### src/hw/rtl/lfia_pkg.sv
// shared constants of the lowest free id allocator
package lfia_pkg;

	// field widths
	localparam int ID_W      = 11;
	localparam int POS_W     = ID_W + 1;
	localparam int CFG_W     = 11;
	localparam int STATUS_W  = 2;
	localparam int S_TDATA_W = 16;
	localparam int M_TDATA_W = 16;

	// parameter defaults
	localparam int ID_SPACE_DEF  = 1024;
	localparam int WORD_BITS_DEF = 32;

	// configuration port
	localparam int APB_AW = 3;
	localparam int APB_DW = 32;
	localparam logic REG_MIN_PID = 1'b0;
	localparam logic REG_MAX_PID = 1'b1;
	localparam logic [CFG_W-1:0] MIN_PID_RST = 11'd10;
	localparam logic [CFG_W-1:0] MAX_PID_RST = 11'd1000;

	// request kinds
	localparam logic MODE_ALLOC   = 1'b0;
	localparam logic MODE_RELEASE = 1'b1;

	// result status codes
	localparam logic [STATUS_W-1:0] STAT_ALLOCATED   = 2'd0;
	localparam logic [STATUS_W-1:0] STAT_FULL        = 2'd1;
	localparam logic [STATUS_W-1:0] STAT_RELEASED    = 2'd2;
	localparam logic [STATUS_W-1:0] STAT_BAD_RELEASE = 2'd3;

endpackage

### src/hw/rtl/lowest_free_id_allocator.sv
// lowest free id allocator: bitmap in a word memory, scanned one word per cycle
//
//  channel   direction  handshake              payload
//  s_axis    in         tvalid/tready          tuser: mode, tdata: release_id
//  m_axis    out        tvalid/tready          tuser: status, tdata: id
//  apb       in         psel/penable/pready    min_pid at 0x0, max_pid at 0x4
//
// a scanned request walks 1 .. ceil(ID_SPACE/WORD_BITS) bitmap words in the single word-wide
// scan unit, which reads one memory word per cycle
// a rejected request skips the scan
// after reset a clearing pass writes zero to every word,
// during which s_axis_tready stays low (configuration writes are still taken)
// a held result on m_axis does not stop the next request from being taken
module lowest_free_id_allocator #(
	parameter int ID_SPACE  = lfia_pkg::ID_SPACE_DEF,
	parameter int WORD_BITS = lfia_pkg::WORD_BITS_DEF
) (
	input  logic                              clk,
	input  logic                              arst_n,
	// request stream
	input  logic                              s_axis_tvalid,
	output logic                              s_axis_tready,
	input  logic [lfia_pkg::S_TDATA_W-1:0]    s_axis_tdata,  // [10:0] release_id
	input  logic [0:0]                        s_axis_tuser,  // [0] mode
	// result stream
	output logic                              m_axis_tvalid,
	input  logic                              m_axis_tready,
	output logic [lfia_pkg::M_TDATA_W-1:0]    m_axis_tdata,  // [10:0] id
	output logic [lfia_pkg::STATUS_W-1:0]     m_axis_tuser,  // [1:0] status
	// configuration
	input  logic                              psel,
	input  logic                              penable,
	input  logic                              pwrite,
	input  logic [lfia_pkg::APB_AW-1:0]       paddr,
	input  logic [lfia_pkg::APB_DW-1:0]       pwdata,
	output logic [lfia_pkg::APB_DW-1:0]       prdata,
	output logic                              pready
);

	localparam int NUM_WORDS = (ID_SPACE + WORD_BITS - 1) / WORD_BITS;
	localparam int AW        = (NUM_WORDS > 1) ? $clog2(NUM_WORDS) : 1;
	localparam int JW        = $clog2(WORD_BITS);
	localparam int HI_LIMIT  = ID_SPACE + 1;
	localparam logic [AW-1:0] LAST_W = AW'(NUM_WORDS - 1);
	localparam logic [lfia_pkg::POS_W-1:0] WB_POS = lfia_pkg::POS_W'(WORD_BITS);

	typedef enum logic [1:0] {
		S_CLEAR,
		S_IDLE,
		S_SCAN,
		S_DONE
	} state_t;

	state_t state_q;

	// configuration registers
	logic [lfia_pkg::CFG_W-1:0] min_pid_q;
	logic [lfia_pkg::CFG_W-1:0] max_pid_q;
	logic                       cfg_wr;

	// request context
	logic                         mode_q;
	logic [lfia_pkg::ID_W-1:0]    rid_q;
	logic [lfia_pkg::POS_W-1:0]   lo_m1_q;
	logic [lfia_pkg::POS_W-1:0]   hi_m1_q;
	logic [lfia_pkg::POS_W-1:0]   rid_m1_q;

	// scan position: word index and first bit position of the word in rdata_q
	logic [AW-1:0]                w_q;
	logic [lfia_pkg::POS_W-1:0]   base_q;
	logic [AW-1:0]                clr_q;

	// pending and presented result
	logic [lfia_pkg::STATUS_W-1:0] res_status_q;
	logic [lfia_pkg::ID_W-1:0]     res_id_q;
	logic                          m_valid_q;
	logic [lfia_pkg::STATUS_W-1:0] m_status_q;
	logic [lfia_pkg::ID_W-1:0]     m_id_q;

	// bitmap memory
	logic [WORD_BITS-1:0] bitmap_q [NUM_WORDS];
	logic [WORD_BITS-1:0] rdata_q;
	logic                 mem_we;
	logic [AW-1:0]        mem_wa;
	logic [WORD_BITS-1:0] mem_wd;
	logic [AW-1:0]        mem_ra;

	// effective range of the request being taken
	logic [lfia_pkg::ID_W-1:0] lo_c;
	logic [lfia_pkg::ID_W-1:0] hi_c;
	logic                      range_empty;
	logic                      rel_outside;
	logic                      take;

	// word-wide scan unit
	logic [WORD_BITS-1:0]        in_range;
	logic [WORD_BITS-1:0]        free_bits;
	logic                        free_found;
	logic [JW-1:0]               free_idx;
	logic [lfia_pkg::POS_W-1:0]  base_end;
	logic                        alloc_last;
	logic                        rel_hit;
	logic [lfia_pkg::POS_W-1:0]  rel_off;
	logic [JW-1:0]               rel_idx;
	logic                        scan_write;
	logic                        scan_end;
	logic [WORD_BITS-1:0]        word_new;
	logic [AW-1:0]               w_next;
	logic [lfia_pkg::ID_W-1:0]   alloc_id;

	// apb: always ready, register index is paddr[2]
	assign pready = 1'b1;
	assign cfg_wr = psel && penable && pwrite && pready;

	always_comb begin
		prdata = '0;
		case (paddr[2])
			lfia_pkg::REG_MIN_PID: prdata[lfia_pkg::CFG_W-1:0] = min_pid_q;
			lfia_pkg::REG_MAX_PID: prdata[lfia_pkg::CFG_W-1:0] = max_pid_q;
			default:               prdata = '0;
		endcase
	end

	// clip the configured bounds to the id space
	always_comb begin
		lo_c = (min_pid_q == '0) ? lfia_pkg::ID_W'(1) : min_pid_q;
		if (32'(max_pid_q) > HI_LIMIT) begin
			hi_c = lfia_pkg::ID_W'(HI_LIMIT);
		end else begin
			hi_c = max_pid_q;
		end
		range_empty = (lo_c >= hi_c);
		rel_outside = (s_axis_tdata[lfia_pkg::ID_W-1:0] < lo_c)
			|| (s_axis_tdata[lfia_pkg::ID_W-1:0] >= hi_c);
	end

	assign s_axis_tready = (state_q == S_IDLE);
	assign take          = s_axis_tvalid && s_axis_tready;

	// per-bit window of the usable range inside the current word
	always_comb begin
		for (int j = 0; j < WORD_BITS; j++) begin
			in_range[j] = ((base_q + lfia_pkg::POS_W'(j)) >= lo_m1_q)
				&& ((base_q + lfia_pkg::POS_W'(j)) < hi_m1_q);
		end
	end

	assign free_bits  = ~rdata_q & in_range;
	assign free_found = |free_bits;

	// priority encoder, lowest free bit wins
	always_comb begin
		free_idx = '0;
		for (int j = WORD_BITS - 1; j >= 0; j--) begin
			if (free_bits[j]) begin
				free_idx = JW'(j);
			end
		end
	end

	assign base_end   = base_q + WB_POS;
	assign alloc_last = (base_end >= hi_m1_q);
	assign rel_hit    = (rid_m1_q < base_end);
	assign rel_off    = rid_m1_q - base_q;
	assign rel_idx    = rel_off[JW-1:0];
	assign alloc_id   = lfia_pkg::ID_W'(base_q + lfia_pkg::POS_W'(free_idx) + 1'b1);
	assign w_next     = (w_q == LAST_W) ? '0 : w_q + 1'b1;

	always_comb begin
		if (mode_q == lfia_pkg::MODE_ALLOC) begin
			scan_write = free_found;
			scan_end   = free_found || alloc_last;
			word_new   = rdata_q | (WORD_BITS'(1) << free_idx);
		end else begin
			scan_write = rel_hit;
			scan_end   = rel_hit;
			word_new   = rdata_q & ~(WORD_BITS'(1) << rel_idx);
		end
	end

	// memory port control: clearing pass, then write-back of the hit word
	assign mem_we = (state_q == S_CLEAR) || ((state_q == S_SCAN) && scan_write);
	assign mem_wa = (state_q == S_CLEAR) ? clr_q : w_q;
	assign mem_wd = (state_q == S_CLEAR) ? '0 : word_new;
	assign mem_ra = (state_q == S_IDLE) ? '0 : w_next;

	always_ff @(posedge clk) begin
		if (mem_we) begin
			bitmap_q[mem_wa] <= mem_wd;
		end
		rdata_q <= bitmap_q[mem_ra];
	end

	// sequencer, configuration registers and result registers
	always_ff @(posedge clk or negedge arst_n) begin
		if (!arst_n) begin
			state_q      <= S_CLEAR;
			min_pid_q    <= lfia_pkg::MIN_PID_RST;
			max_pid_q    <= lfia_pkg::MAX_PID_RST;
			clr_q        <= '0;
			m_valid_q    <= 1'b0;
			mode_q       <= lfia_pkg::MODE_ALLOC;
			rid_q        <= '0;
			lo_m1_q      <= '0;
			hi_m1_q      <= '0;
			rid_m1_q     <= '0;
			w_q          <= '0;
			base_q       <= '0;
			res_status_q <= lfia_pkg::STAT_FULL;
			res_id_q     <= '0;
			m_status_q   <= lfia_pkg::STAT_FULL;
			m_id_q       <= '0;
		end else begin
			if (cfg_wr) begin
				case (paddr[2])
					lfia_pkg::REG_MIN_PID: min_pid_q <= pwdata[lfia_pkg::CFG_W-1:0];
					lfia_pkg::REG_MAX_PID: max_pid_q <= pwdata[lfia_pkg::CFG_W-1:0];
					default: ;
				endcase
			end

			// the done state reloads the output register itself
			if (m_valid_q && m_axis_tready && (state_q != S_DONE)) begin
				m_valid_q <= 1'b0;
			end

			case (state_q)
				S_CLEAR: begin
					clr_q <= clr_q + 1'b1;
					if (clr_q == LAST_W) begin
						state_q <= S_IDLE;
					end
				end
				S_IDLE: begin
					if (take) begin
						mode_q   <= s_axis_tuser[0];
						rid_q    <= s_axis_tdata[lfia_pkg::ID_W-1:0];
						rid_m1_q <= lfia_pkg::POS_W'(s_axis_tdata[lfia_pkg::ID_W-1:0]) - 1'b1;
						lo_m1_q  <= lfia_pkg::POS_W'(lo_c) - 1'b1;
						hi_m1_q  <= lfia_pkg::POS_W'(hi_c) - 1'b1;
						w_q      <= '0;
						base_q   <= '0;
						// rejected requests skip the scan
						if (s_axis_tuser[0] == lfia_pkg::MODE_ALLOC && range_empty) begin
							res_status_q <= lfia_pkg::STAT_FULL;
							res_id_q     <= '0;
							state_q      <= S_DONE;
						end else if (s_axis_tuser[0] == lfia_pkg::MODE_RELEASE && rel_outside) begin
							res_status_q <= lfia_pkg::STAT_BAD_RELEASE;
							res_id_q     <= '0;
							state_q      <= S_DONE;
						end else begin
							state_q <= S_SCAN;
						end
					end
				end
				S_SCAN: begin
					if (scan_end) begin
						state_q <= S_DONE;
						if (mode_q == lfia_pkg::MODE_RELEASE) begin
							res_status_q <= lfia_pkg::STAT_RELEASED;
							res_id_q     <= rid_q;
						end else if (free_found) begin
							res_status_q <= lfia_pkg::STAT_ALLOCATED;
							res_id_q     <= alloc_id;
						end else begin
							res_status_q <= lfia_pkg::STAT_FULL;
							res_id_q     <= '0;
						end
					end else begin
						w_q    <= w_next;
						base_q <= base_end;
					end
				end
				S_DONE: begin
					// hand over once the output register is free
					if (!m_valid_q || m_axis_tready) begin
						m_valid_q  <= 1'b1;
						m_status_q <= res_status_q;
						m_id_q     <= res_id_q;
						state_q    <= S_IDLE;
					end
				end
				default: begin
					state_q <= S_IDLE;
				end
			endcase
		end
	end

	assign m_axis_tvalid = m_valid_q;
	assign m_axis_tuser  = m_status_q;
	assign m_axis_tdata  = lfia_pkg::M_TDATA_W'(m_id_q);

endmodule

### config.mk
export PLATFORM = sky130hd
export DESIGN_NAME = lowest_free_id_allocator
export DESIGN_NICKNAME = d
export VERILOG_FILES = /design/src/hw/rtl/lfia_pkg.sv /design/src/hw/rtl/lowest_free_id_allocator.sv
export SDC_FILE = /design/constraint.sdc
export NUM_CORES = 2
export LEC_CHECK = 0
export ABC_AREA = 1
export ABC_CLOCK_PERIOD_IN_PS = 6200
export BUFFER_PORTS_ARGS = -buffer_cell sky130_fd_sc_hd__buf_2
export CAP_MARGIN = 40
export CORE_MARGIN = 2
export CORE_UTILIZATION = 54
export DETAILED_ROUTE_END_ITERATION = 16
export HOLD_SLACK_MARGIN = 0.05
export PLACE_DENSITY = 0.7
export SKIP_CTS_REPAIR_TIMING = 1
export SYNTH_ARGS = -nofsm -noshare
export SYNTH_HDL_FRONTEND = slang
export SYNTH_SLANG_ARGS = --single-unit
### constraint.sdc
create_clock -name clk -period 6.2 [get_ports clk]
set_input_delay 0.62 -clock clk [delete_from_list [all_inputs] [get_ports clk]]
set_output_delay 0.62 -clock clk [all_outputs]
set_load 0.02 [all_outputs]
=== Word-level counts from Yosys, hierarchy flattened ===
Memory sizes are Yosys's and may differ from the RTL's. A register that Yosys moved wholly into a read port is not among the register bits.
Cells that the tools add are included.

* Register bits after elaboration: 121
* Bits in writable memories: 1024
* Bits of input ports: 59
* Output and inout bits: 53
* Word-level logic and storage cells: 278
* Memories kept: 1

{| class="wikitable"
|+ Memories
! memory !! words !! width !! read ports !! clocked after Yosys merged registers in !! write ports !! line !! source
|-
| bitmap_q || 32 || 32 || 1 || 1 || 1 || lowest_free_id_allocator.sv:81 || <nowiki>logic [WORD_BITS-1:0] bitmap_q [NUM_WORDS];</nowiki>
|}

* Add/subtract/negate cells: 40
* $lt $le $gt $ge: 70
* Equality and inequality tests: 12
* Shifts and indexed selects: 2
* Mux-type cells: 74
* Bitwise gates (word level): 7
* Reduce and logical (&&, ||, !) cells: 56

{| class="wikitable"
|+ Operator list
! cell !! count
|-
| 12-bit >= comparator || 33
|-
| 12-bit < comparator || 33
|-
| 12-bit by 5-bit adder with 12-bit output, second input constant || 16
|-
| 5-bit 2-to-1 mux || 37
|-
| 12-bit by 4-bit adder with 12-bit output, second input constant || 8
|-
| 11-bit 2-to-1 mux || 8
|-
| 32-bit AND || 2
|-
| 32-bit 2-to-1 mux || 2
|-
| 32-bit NOT || 2
|-
| 1-bit by 5-bit left shift with 32-bit output, first input constant || 2
|-
| 12-bit by 3-bit adder with 12-bit output, second input constant || 4
|-
| 11-bit one-hot mux with 2 select lines || 2
|-
| 1-bit logical AND || 40
|-
| 11-bit by 1-bit subtractor with 12-bit output, second input constant || 3
|-
| 32-bit OR || 1
|-
| 32-bit OR reduction || 1
|-
| 12-bit by 2-bit adder with 12-bit output, second input constant || 2
|-
| 12-bit 2-to-1 mux || 2
|-
| 12-bit one-hot mux with 2 select lines || 1
|-
| 11-bit >= comparator || 2
|-
| 2-bit 2-to-1 mux || 9
|-
| 12-bit by 1-bit adder with 12-bit output, second input constant || 1
|-
| 12-bit by 6-bit adder with 12-bit output, second input constant || 1
|-
| 11-bit by 1-bit adder with 11-bit output, second input constant || 1
|-
| 24 further kinds || 48
|}

=== Longest topological paths before layout ===
* Depth after elaboration: 42
* Depth in mapped cells: 50
* Mapped depth without buffers: 50

=== Worst setup path before layout ===
Ideal clock, no wire load.

* Kind: register to register
* Start point: register base_q[10] (netlist name)
* End point: memory bitmap_q[0][23] (netlist name), data pin
* Library setup time: 0.445 ns
* Arrival time: 4.684 ns
* Data required time: 5.755 ns
* Path slack: 1.071 ns
* Stages on the path, launching flop included: 45
* Buffers on the path: 2
* Clock period less this slack: 5.129 ns
* Path through: dfrtp_1 > clkbuf_1 > clkbuf_1 > ha_1 > nand2_1 > inv_1 > nand2_1 > nor3b_1 > nand2_1 > nor2_1 > nand2_1 > nand2_1 > nand2_1 > nand2_1 > nand2_1 > nand2_1 > nand2_1 > nand2_1 > [9 not listed] > nand2_1 > nand2_1 > nand2_1 > nand2_1 > nand2_1 > nand2_1 > nand2_1 > nand2_1 > nand2_1 > nand2_1 > nand2_1 > nand2_2 > nand2_4 > nand2_4 > inv_1 > ha_1 > a31oi_1 > nor3_1

* Cells in the longest elaborated chain, start to end: 40
* Elaborated cells between the ends (all ways): 164
* Classes of those cells: add/sub: 31; order compare: 64; shift: 1; mux: 34; bitwise: 2; reduce/logical: 32

{| class="wikitable"
|+ RTL lines
! item !! line !! source
|-
| start: declaration || lowest_free_id_allocator.sv:70 || <nowiki>logic [lfia_pkg::POS_W-1:0] base_q;</nowiki>
|-
| start signal: assignment || lowest_free_id_allocator.sv:272 || <nowiki>base_q <= base_end;</nowiki>
|-
| 12-bit by 5-bit adder with 12-bit output || lowest_free_id_allocator.sv:143, lowest_free_id_allocator.sv:144 ||
|-
| 12-bit >= comparator or 12-bit < comparator (tied branches) || lowest_free_id_allocator.sv:143, lowest_free_id_allocator.sv:144 ||
|-
| 1-bit logical AND || lowest_free_id_allocator.sv:144 || <nowiki>&& ((base_q + lfia_pkg::POS_W'(j)) < hi_m1_q);</nowiki>
|-
| 32-bit AND * || lowest_free_id_allocator.sv:148 || <nowiki>assign free_bits = ~rdata_q & in_range;</nowiki>
|-
| 5-bit 2-to-1 mux (31 in series) || lowest_free_id_allocator.sv:155 || <nowiki>if (free_bits[j]) begin</nowiki>
|-
| 5-bit 2-to-1 mux * || lowest_free_id_allocator.sv:155 ||
|-
| 1-bit by 5-bit left shift with 32-bit output * || lowest_free_id_allocator.sv:173 || <nowiki>word_new = rdata_q | (WORD_BITS'(1) << free_idx);</nowiki>
|-
| 32-bit OR * || lowest_free_id_allocator.sv:173 ||
|-
| 32-bit 2-to-1 mux * || lowest_free_id_allocator.sv:170 || <nowiki>if (mode_q == lfia_pkg::MODE_ALLOC) begin</nowiki>
|-
| 32-bit 2-to-1 mux * || lowest_free_id_allocator.sv:184 || <nowiki>assign mem_wd = (state_q == S_CLEAR) ? '0 : word_new;</nowiki>
|-
| named net mem_wd[23] || lowest_free_id_allocator.sv:85 || <nowiki>logic [WORD_BITS-1:0] mem_wd;</nowiki>
|-
| end: declaration || lowest_free_id_allocator.sv:81 ||
|}

The timed path passes the listed nets; every way through them passes the cells marked *.

=== Final worst setup path ===
* Start point: register base_q[10] (netlist name)
* End point: memory bitmap_q[6][3] (netlist name), data pin

Same word-level chain as after synthesis.

==> results.tsv <==
stage	metric	value	unit
run_status	run_status	completed	
sta	clock.fmax	0.192	GHz
global_routing	antenna_found_initial	1	
cells_and_area	finalNonFillerCells	5849	
critical_path	required	6.68	ns
sta	hold_viol	0	
sta	slew-limit-headroom	39.4	%
route	routed_wl	135000	um
logic_synthesis	synth_fa_ha_area_share	2.73	%
flow_run	drv_cap	0	
critical_path	r2r_start	base_q[10]$_DFFE_PN0P_	
sta	setup-violations-final	0	
cells_and_area	fillers	7522	
critical_path	arrival	5.68	ns
route	viasPerCell	6.12	
clock_tree	clockRootBuffer	clkbuf_16	
worst_hold_path	hp-start	pwdata[6]	
critical_path	worst-path-max-fanout	32	
floorplanning	fp.dieW	315	um
sta	finalCritPeriodShare	83.9	%
clock_tree	cts_buffers	116	
logic_synthesis	synth_mux_area_share	0.0861	%
logic_synthesis	ys_ff_latch	1172	
clock_tree	tritoncts	yes	
cells_and_area	nets	4645	
critical_path	r2r_end	bitmap_q[6][3]$_DFFE_PP_	
placed_design	place_hpwl	80500	um
floorplanning	pin_count	112	
route	vias	35800	
route	drt_first_iter_violations	3765	
route	final_antenna_net_count	0	
critical_path	max_stage_delay	0.90	ns
global_routing	grt_pass1_vias	33800	
logic_synthesis	yosys.area_share.simple	13.2	%
logic_synthesis	seq_area_frac_synth	65.6	%
logic_synthesis	synth-main-ff-cell	edfxtp_1	
critical_path	critPathLaunch	base_q[10]$_DFFE_PN0P_	
route	drc	0	
worst_hold_path	whs_path_depth	3	
global_routing	grt_pass1_wl	205000	um
critical_path	crit_slowest_cell	dfrtp_1	
route	drt_pass1_iterations	6	
clock_tree	clk_latency	0.73	ns
logic_synthesis	syn-instance-count	4447	
sta	finalSetupTns	0	ns
critical_path	crit_path_end_kind	flip-flop	
worst_hold_path	holdPathEnd	max_pid_q[6]$_DFFE_PN1P_	
cells_and_area	synthToLayoutAreaGrowth	12.0	%
floorplanning	die-height	315	um
critical_path	r2r_slack	1.0	ns
critical_path	start_kind	flip-flop	
clock_tree	clk_pin_slew	0.07	ns
sta	fin_skew	0.0564	ns
global_routing	grt_max_degree	149	
logic_synthesis	synth_cell_types	75	
route	avgRoutedWirePerCell	23.2	um
power	power_density	532	mW/mm2
logic_synthesis	syn_area	0.0523	mm2
placed_design	io_buffers	56	
power	leakage	0.0206	uW
logic_synthesis	synth_compound_area_share	14.1	%
sta	fin_crit	5.20	ns
cells_and_area	layout-drive-gt1-share	16.3	%
worst_hold_path	hold_class	primary input to flip-flop	
critical_path	worst_r2r_path_depth	44	
placed_design	dpl.cell_count	5629	
logic_synthesis	synth_warnings	0	
logic_synthesis	synth_enable_flop_cells	1024	
clock_tree	clkSinkCount	1172	
critical_path	cp_common_cell	nand2_1	
global_routing	gr-total-overflow	0	
global_routing	grt_use_total	27.1	%
sta	worst_slew_pin_slew	0.906	ns
floorplanning	initial_core_util	54.3	%
logic_synthesis	synthXorXnorAreaFrac	0.268	%
clock_tree	htreeDepth	3	
critical_path	critPathKind	flip-flop to flip-flop	
floorplanning	design.core.area	0.0964	mm2
power	vdd_drop_max	0.525	mV
cells_and_area	final_common_cell	edfxtp_1	
floorplanning	rows	114	
sta	finalMaxSlewViolations	0	
clock_tree	cts_buffer_depth	3	
placed_design	gp_congestion	0.956	
logic_synthesis	async_flop_share	9.90	%
logic_synthesis	synth_area_per_cell	11.8	um2
logic_synthesis	synth_top_family_by_area	compound AO/OA/AOI/OAI gates	
cells_and_area	most-common-layout-cells	1024 x edfxtp_1, 672 x nor2_1, 408 x nand2_1	
sta	rsz0062_at_grt	no	
floorplanning	dieArea	0.0994	mm2
kinds of logic after synthesis:
kind of cell,Yosys count
compound gates,1045
xor+xnor,16
fa+ha+maj,114
buf+inv,535
flops,1172
mux,4
other cells,2
simple gates,1559
where the power goes:
part | internal [uW] | switching [uW]
Combinational | 3510 | 9050
Clock | 3950 | 2970
Sequential | 11200 | 449
Total | 18700 | 12500
critical path, delay by kind of cell (launching register included):
family,cells,cell delay [ns]
simple gates,37,2.52
buf+inv,3,0.50
flops,1,0.90
compound gates,2,0.35
fa+ha+maj,2,0.66
worst max path at each step:
stage                                 end  cells after the start
3_3_place_gp   bitmap_q[11][22]$_DFFE_PP_                     38
3_5_place_dp    bitmap_q[14][8]$_DFFE_PP_                     41
2_1_floorplan   bitmap_q[0][23]$_DFFE_PP_                     44
6_report         bitmap_q[6][3]$_DFFE_PP_                     44
4_1_cts          bitmap_q[2][8]$_DFFE_PP_                     41
5_1_grt        bitmap_q[21][11]$_DFFE_PP_                     45
registers in the layout, indices dropped and copies added, names as in the netlist:
| signal | count |
|---|---|
| base_q | 7 |
| bitmap_q | 1024 |
| clr_q | 5 |
| hi_m1_q | 12 |
| lo_m1_q | 12 |
| m_axis_tuser | 2 |
| m_axis_tvalid | 1 |
| m_id_q | 11 |
| max_pid_q | 11 |
| min_pid_q | 11 |
| mode_q | 1 |
| rdata_q | 32 |
| res_id_q | 11 |
| res_status_q | 2 |
| rid_m1_q | 12 |
| rid_q | 11 |
| state_q | 2 |
| w_q | 5 |
metrics by stage:
stage	worst slack, ns	cell area (um2)	hold slack (ns)	total power [uW]	utilization [%]
2_1_floorplan	1.07	52400	0.324	19800	-
3_3_place_gp	1.09	54700	0.463	23900	56.8
3_5_place_dp	1.13	54800	0.467	24200	56.9
4_1_cts	1.12	58600	-0.155	31100	60.8
5_1_grt	0.345	58600	0.145	32800	60.8
6_report	0.998	58600	0.143	31100	60.8
cells in the mapped netlist, drive strengths merged (2+ instances only):
master,instances,area (um2)
dfxtp,32,641
ha,114,1430
a31o,3,26.3
nand3,92,478
o22ai,4,25.0
o21ai,170,855
conb,2,7.51
o31ai,137,1030
a211oi,7,70.1
nand4,29,181
o21bai,8,60.1
edfxtp,1024,30700
nand2,424,1640
mux2,4,45.0
buf,52,317
nand3b,3,22.5
nor2,726,2790
nor3,17,101
xnor2,3,26.3
xor2,13,114
o21a,5,37.5
o211a,2,20.0
dfstp,10,263
a32oi,2,17.5
nor4,5,46.3
clkbuf,257,965
a31oi,55,350
and3,2,12.5
o211ai,392,2950
or2,260,1630
o2111ai,4,52.6
clkinv,8,30.0
a21oi,105,548
o221ai,3,26.3
a22oi,6,45.0
inv,218,821
dfrtp,106,2650
o311ai,129,1130
a21o,4,30.0
final cells by class:
class | count | area [um2] | share of cell area (%)
sequential | 1172 | 34300 | 58.5
clock buffer | 162 | 3180 | 5.42
timing repair buffer | 189 | 1730 | 2.96
inverter | 226 | 860 | 1.47
clock inverter | 55 | 561 | 0.957
multi-input combinational | 2767 | 16400 | 27.9
tap | 1276 | 1600 | 2.72
antenna | 2 | 5.00 | 0.00854
layer usage:
| layer | vias up | GRT usage (%) | part of all wire, % |
|---|---|---|---|
| met2 | 1496 | 43.7 | 47 |
| met3 | 274 | 3.47 | 7.2 |
| met5 | - | 0 | 0 |
| met4 | 0 | 10.0 | 3.6 |
| met1 | 17700 | 38.1 | 42 |
| li1 | 16300 | - | - |
No activity file was read; power rests on OpenSTA's default activity.
